**src/sv/assert_macros.svh**
```systemverilog
// Assertion helpers shared by the RTL
`ifndef ASSERT_MACROS_SVH
`define ASSERT_MACROS_SVH

// same-cycle implication
`define NGH_ASSERT_IMP(lbl, ante, cons) \
    lbl: assert property (@(posedge i_clk) disable iff (!i_rst_n) (ante) |-> (cons)) \
        else $error("ngh assertion failed");

// next-cycle implication
`define NGH_ASSERT_NXT(lbl, ante, cons) \
    lbl: assert property (@(posedge i_clk) disable iff (!i_rst_n) (ante) |=> (cons)) \
        else $error("ngh assertion failed");

`endif

```
**src/sv/ngh_ram.sv**
```systemverilog
`timescale 1ns / 1ps
module ngh_ram #(
    parameter int WIDTH = 8,
    parameter int DEPTH = 16
) (
    input  logic                                   i_clk,
    input  logic                                   i_we,
    input  logic [(DEPTH > 1 ? $clog2(DEPTH) : 1)-1:0] i_waddr,
    input  logic [WIDTH-1:0]                       i_wdata,
    input  logic                                   i_re,
    input  logic [(DEPTH > 1 ? $clog2(DEPTH) : 1)-1:0] i_raddr,
    output logic [WIDTH-1:0]                       o_rdata
);
    logic [WIDTH-1:0] r_mem [DEPTH];
    logic [WIDTH-1:0] r_rdata;

    always_ff @(posedge i_clk) begin
        if (i_we) begin
            r_mem[i_waddr] <= i_wdata;
        end
        if (i_re) begin
            r_rdata <= r_mem[i_raddr];
        end
    end

    assign o_rdata = r_rdata;
endmodule

```
**config.mk**
```make
export PLATFORM = sky130hd
export DESIGN_NAME = ngh_ram
export DESIGN_NICKNAME = d
export VERILOG_FILES = /design/src/sv/assert_macros.svh /design/src/sv/ngh_ram.sv
export SDC_FILE = /design/constraint.sdc
export NUM_CORES = 1
export LEC_CHECK = 0
export BUFFER_PORTS_ARGS = -buffer_cell sky130_fd_sc_hd__buf_2
export CAP_MARGIN = 15
export CORE_ASPECT_RATIO = 0.75
export CORE_UTILIZATION = 40
export CTS_CLUSTER_DIAMETER = 40
export DETAILED_ROUTE_END_ITERATION = 6
export GPL_ROUTABILITY_DRIVEN = 1
export PLACE_DENSITY = 0.64
export SETUP_SLACK_MARGIN = 0.1
export SLEW_MARGIN = 10
export SYNTH_ARGS = -nofsm -noshare
export SYNTH_HDL_FRONTEND = slang
export SYNTH_SLANG_ARGS = --single-unit
```
**constraint.sdc**
```tcl
create_clock -name i_clk -period 2 [get_ports i_clk]
set_input_delay 0.1 -clock i_clk [delete_from_list [all_inputs] [get_ports i_clk]]
set_output_delay 0.1 -clock i_clk [all_outputs]
set_load 0.03 [all_outputs]
```
Word-level counts from Yosys, hierarchy flattened

Memories as Yosys holds them, arrays and structs flattened. A register that Yosys moved wholly into a read port is not among the register bits.
Cells that the tools add are included.

Input port bits: 19
Logic and storage cells: 3
Memories kept: 1
RAM bits: 128
Register bits after elaboration: 0

Memories:

| name  | words | width | rd ports | clocked after memory_dff | write ports | line          | source |
|---|---|---|---|---|---|---|---|
| r_mem | 16    | 8     | 1        | 1                        | 1           | ngh_ram.sv:14 | `logic [WIDTH-1:0] r_mem [DEPTH];` |

Muxes and demuxes: 2

Operators with widths:

| kind    | count |
|---|---|
| $mux W1 | 2 |

Depth between registers and ports, before layout

Gate-level depths: netlist of the first run.

Depth in word-level cells: 2
Gate-level depth with buffers: 5
Depth with buffers taken out: 3

Least setup slack after synthesis of the first run

No wires, ideal clock.

Path kind: input-to-reg
Start: in i_waddr[2] in the netlist's numbering
End: mem r_mem[0][0], enable pin
Slack: 0.407 ns
Data arrival time: 1.210 ns
Cell stages on the path: 2
Required time: 1.617 ns
Buffers on the path: 0
Cell sequence: or3b_2 nor3_1

RTL lines:

| item        | line          | source |
|---|---|---|
| from (decl) | ngh_ram.sv:8  | `input logic [(DEPTH > 1 ? $clog2(DEPTH) : 1)-1:0] i_waddr,` |
| to (decl)   | ngh_ram.sv:14 |  |

No word-level cell before the write port.

==> results_dict.tcl, run 1 <==
set metrics [dict create \
    status "completed" \
    syn_avg_cell_area_um2 22.83 \
    synthAdderAreaFrac 0 \
    cts-resized-gates 0 \
    synth_area_um2 5228 \
    yosys.area_share.simple 0.03135 \
    yosys-mux-area-fraction 0.1479 \
    wl_per_cell_um 21.02 \
    path_delay_family "multiplexers" \
    fmax_ghz 0.6939 \
    grtUsageTotal 0.1631 \
    hp-class "primary input to flop" \
    first_pass_iters 5 \
    synth_compound_area_frac 0.02298 \
    insertion_delay_ps 410 \
    area_growth_pct 19.36 \
    place_ws_ps 274.3 \
    clk_pin_slew_ps 60 \
    die_h_um 101 \
    dp.cells 433 \
    drv_cap 0 \
    cp-end-kind "flop" \
    grt_max_degree 19 \
    synth_cells 229 \
    dieArea_um2 13530 \
    post-cts-setup-buffers 0 \
    nets 305 \
    placed_area_um2 5669 \
    finalCritPeriodShare 0.7206 \
    grt_pass1_vias 2567 \
    initial_core_util 0.4174 \
    reg2reg_from "r_mem[5][3]" \
    startpoint_type "flop" \
    min_period_ps 1441 \
    peakVddDrop_mv 0.6982 \
    synth_top_family_by_area "multiplexers" \
    drtIter0Drc 218 \
    synthesis.nets 248 \
    route.detailed.drc 0 \
    ant_nets 0 \
    synth.distinct_cells 18 \
    wirelength_mm 9.776 \
    hold_start "i_re" \
    drive_gt1_frac 0.3110 \
    vias 2438 \
    hold_viol_final 0 \
    relSlewSlack 0.7370 \
    final_area_um2 6240 \
    leakage_nw 2.114 \
    fp.coreArea_um2 12520 \
    fin_cells 465 \
    critical_path_required_ps 2160 \
    yosys.area_share.xor_xnor 0 \
    cp_num_buf_inv 0 \
    die_w_um 134.0 \
    clock-sinks 136 \
    yosysSeqAreaShare 0.7812 \
    final.setup.worst_slack_ps 558.8 \
    worst-path-stages 3 \
    num_antenna_cells 0 \
    cts.path.max_buffers 2 \
    fin_skew_ps 9.950 \
    num_rows 35 \
    worstHoldPathCells 1 \
    power.density_nw_per_um2 1047 \
    yosysWarnings 0 \
    reg2reg_depth 3 \
    path_max_fanout 1 \
    worstMarginPinSlew_ps 394.6 \
    cts_max_level 4 \
    hold_end "o_rdata[1]" \
    r2r_end "o_rdata[3]" \
    tritoncts "done" \
    fillCellCount 1027 \
    setup_viol 0 \
    io_pins 27 \
    viasPerCell 5.243 \
    rsz0062_at_grt "no" \
    cts-root-buf "clkbuf_16" \
    grt.overflow.total 0 \
    place_congestion 0.7379 \
    cts_made_buffers 17 \
    port_buffers 26 \
    cp_slowest_cell "mux4_1" \
    r2r_slack_ps 560 \
    max_stage_delay_ps 540 \
    grt_antenna_before_repair 0 \
    layout_common_cells "edfxtp_1, buf_2, buf_4" \
    maxSlewViolCount 0 \
    layout_commonest_cell "edfxtp_1" \
    cp_cell_sequence "mux4_1 -> a22oi_1 -> nand2_1" \
    holdWs_ps 53.15 \
    hpwlAfterDp_mm 6.638 \
    fin_tns_setup_ps 0 \
    worstPathArrival_ps 1600 \
    critical_path_class "flop to flop" \
    grt_first_pass_wirelength_mm 15.30 \
    synth.ff_latch_count 136 \
    ctsHoldBuffers 0 \
]
[kinds of logic after synthesis]
kind of cell,count (synthesis)
buf+inv,10
mux,32
compound gates,16
flops,136
simple gates,35
[flip-flops by register name, indices dropped and copies added, names as in the netlist]
name,count
r_mem,128
o_rdata,8
[routing by layer]
| metal | up-vias | routed length (um) | part of all wire | GRT usage |
|---|---|---|---|---|
| li1 | 1097 | - | - | - |
| met1 | 1251 | 4572 | 0.47 | 0.2309 |
| met2 | 82 | 4382 | 0.45 | 0.2443 |
| met3 | 8 | 747 | 0.076 | 0.05430 |
| met4 | 0 | 74 | 0.0076 | 0.03934 |
| met5 | - | 0 | 0 | 0 |
[cell type report]
type / count / area, um2 / area share
clock inverter: 11 / 130.1 / 0.02085
multi-input combinational: 83 / 1057 / 0.1694
clock buffer: 21 / 440.4 / 0.07058
timing repair buffer: 48 / 320.3 / 0.05133
tap: 166 / 207.7 / 0.03329
sequential: 136 / 4084 / 0.6545
[how the worst max path moves through the flow]
stage,startpoint,to,slack [ps]
after global placement,i_raddr[0],o_rdata[2],280
after CTS,r_mem[5][3],o_rdata[3],520
after detailed placement,i_raddr[0],o_rdata[2],270
after floorplan,i_waddr[2],r_mem[0][0],410
final,r_mem[5][3],o_rdata[3],560
after global routing,r_mem[0][3],o_rdata[3],480
[synth_stat cells, drive strengths merged]
cell type      count  share of area
a22oi             16          0.023
and2               1         0.0012
and2b              1         0.0014
buf                7          0.011
clkdlybuf4s25      3         0.0057
edfxtp           136           0.78
mux4              32           0.15
nand2              9         0.0065
nand2b             2         0.0024
nand3              1        0.00096
nand3b             2         0.0029
nor2              13         0.0093
nor2b              1         0.0012
nor3               4         0.0038
or3b               1         0.0017
[stage by stage]
step / util / power (mW)
after floorplan: - / 3.473
after global placement: 0.4526 / 3.605
after detailed placement: 0.4526 / 3.615
after CTS: 0.4982 / 6.594
after global routing: 0.4982 / 6.728
final: 0.4982 / 6.535
[power by group]
part | switching (mW) | total, mW | internal, mW | leakage [nW]
clock | 1.05 | 2.98 | 1.94 | 0.279
sequential | 0.0193 | 3.23 | 3.21 | 1.24
combinational | 0.188 | 0.317 | 0.129 | 0.598
total | 1.25 | 6.53 | 5.28 | 2.11
Power figures use the tool's default switching activity.
==> run 2: changes to the inputs <==
==> constraint.sdc (replaced) <==
create_clock -name i_clk -period 1.5 [get_ports i_clk]
set_input_delay 0.075 -clock i_clk [delete_from_list [all_inputs] [get_ports i_clk]]
set_output_delay 0.075 -clock i_clk [all_outputs]
set_load 0.03 [all_outputs]
==> run 2 against run 1 <==
Power up 42%. Non-clock buffer count up 2. Critical endpoint is now o_rdata[5]. First-iteration DRC count down 3.2%. Combinational power up 45%. Final cell count up 0.43%. Core utilization up 0.94 points. Via count up 3.1%. Clock-buffer cell count down 4. Clock skew down 3.1 ps. Critical path depth unchanged.
==> results_dict.tcl, run 2 (synthesis results as in run 1) <==
set metrics [dict create \
    clk_pin_slew_ps 60 \
    fin_cells 467 \
    dieArea_um2 13530 \
    drtIter0Drc 211 \
    cts-root-buf "clkbuf_16" \
    fin_skew_ps 6.812 \
    grt_first_pass_wirelength_mm 15.88 \
    dp.cells 435 \
    hpwlAfterDp_mm 6.666 \
    ff_latch_area_um2 4084 \
    hp-class "primary input to flop" \
    die_w_um 134.0 \
    finalCritPeriodShare 0.9288 \
    cts_made_buffers 17 \
    leakage_nw 2.123 \
    critical_path_required_ps 1660 \
    final.setup.worst_slack_ps 106.7 \
    cts_max_level 4 \
    hold_viol_final 0 \
    wl_per_cell_um 22.48 \
    final_area_um2 6357 \
    startpoint_type "flop" \
    nets 307 \
    insertion_delay_ps 420 \
    vias 2514 \
    clock-sinks 136 \
    worstMarginPinSlew_ps 968.6 \
    grt.overflow.total 0 \
    post-cts-setup-buffers 0 \
    power.density_nw_per_um2 1455 \
    route.detailed.drc 0 \
    io_pins 27 \
    grt_antenna_before_repair 0 \
    fillCellCount 1015 \
    cp-end-kind "flop" \
    setup_viol 0 \
    fmax_ghz 0.7177 \
    num_antenna_cells 0 \
    fp.coreArea_um2 12520 \
    top_register "r_mem" \
    tritoncts "done" \
    worstPathArrival_ps 1560 \
    ctsHoldBuffers 0 \
    place_ws_ps -137.9 \
    grt_pass1_vias 2654 \
    ant_nets 0 \
    place_congestion 0.7271 \
    placed_area_um2 5702 \
    grtUsageTotal 0.1711 \
    rsz0062_at_grt "yes" \
    multiInputGateArea_um2 1077 \
    num_rows 35 \
    layout_commonest_cell "edfxtp_1" \
    viasPerCell 5.383 \
    peakVddDrop_mv 0.8550 \
    wirelength_mm 10.50 \
    layout_common_cells "edfxtp_1, mux4_2, buf_2" \
    status "completed" \
    drv_cap 0 \
    port_buffers 26 \
    area_growth_pct 21.61 \
    drive_gt1_frac 0.3953 \
    first_pass_iters 4 \
    maxSlewViolCount 0 \
    min_period_ps 1393 \
    relSlewSlack 0.3529 \
    largest_reg_flops 128 \
    path_max_fanout 1 \
    initial_core_util 0.4174 \
    critical_path_class "flop to flop" \
    die_h_um 101 \
    grt_max_degree 22 \
    cts.path.max_buffers 2 \
]
==> run 2: cell count changes in the layout (fill, tap and decap cells not counted), sizes merged <==
cell and delta:
clkinvlp +2, clkbuf -4, buf +2, inv +6
clkinv -5, bufinv +1
==> run 2: timing repair <==
item	CTS	global route
gates resized for setup	10	7
pin swaps	4	4
setup endpoints to repair	8	8
==> run 2: power by group <==
part | leakage [nW] | internal (mW) | switching [mW]
logic | 0.583 | 0.190 | 0.270
registers | 1.24 | 4.28 | 0.0262
clock network | 0.303 | 2.82 | 1.66
total | 2.12 | 7.29 | 1.96
==> run 2: per-layer routing <==
metal | vias to the layer above | global-route usage | wire, um
li1 | 1092 | - | -
met1 | 1339 | 0.2351 | 4955
met2 | 71 | 0.2519 | 4820
met3 | 12 | 0.05581 | 613
met4 | 0 | 0.07080 | 110
met5 | - | 0 | 0
==> run 2: final timing paths <==
| kind | from | end | slack (ps) | cells past startpoint |
|---|---|---|---|---|
| setup / recovery | r_mem[0][5] | o_rdata[5] | 110 | 3 |
| hold reg to reg | r_mem[14][7] | o_rdata[7] | 750 | 3 |
| hold / removal | i_wdata[5] | r_mem[6][5] | 40 | 1 |
| setup reg to reg | r_mem[0][5] | o_rdata[5] | 110 | 3 |
==> run 2: cell type report <==
type / instances / area share
Tap cell: 166 / 0.03267
Multi-Input combinational cell: 83 / 0.1695
Sequential cell: 136 / 0.6424
Timing Repair Buffer: 50 / 0.05471
Clock inverter: 15 / 0.03385
Clock buffer: 17 / 0.06692
==> run 2: per-stage QoR <==
stage	total power, mW	utilization	hold WS, ps	TNS (ps)
after floorplan	4.632	-	173.9	0
after global placement	4.818	0.4552	461.2	-479.6
after detailed placement	4.832	0.4552	465.6	-573.9
after CTS	9.308	0.5062	28.74	0
after global routing	9.504	0.5076	30.94	0
final	9.250	0.5076	40.29	0
==> run 2: critical path: stages, from the launching register on <==
cell      delay [ps]
edfxtp_1         360
mux4_1           490
a22oi_1          210
nand2_1           80
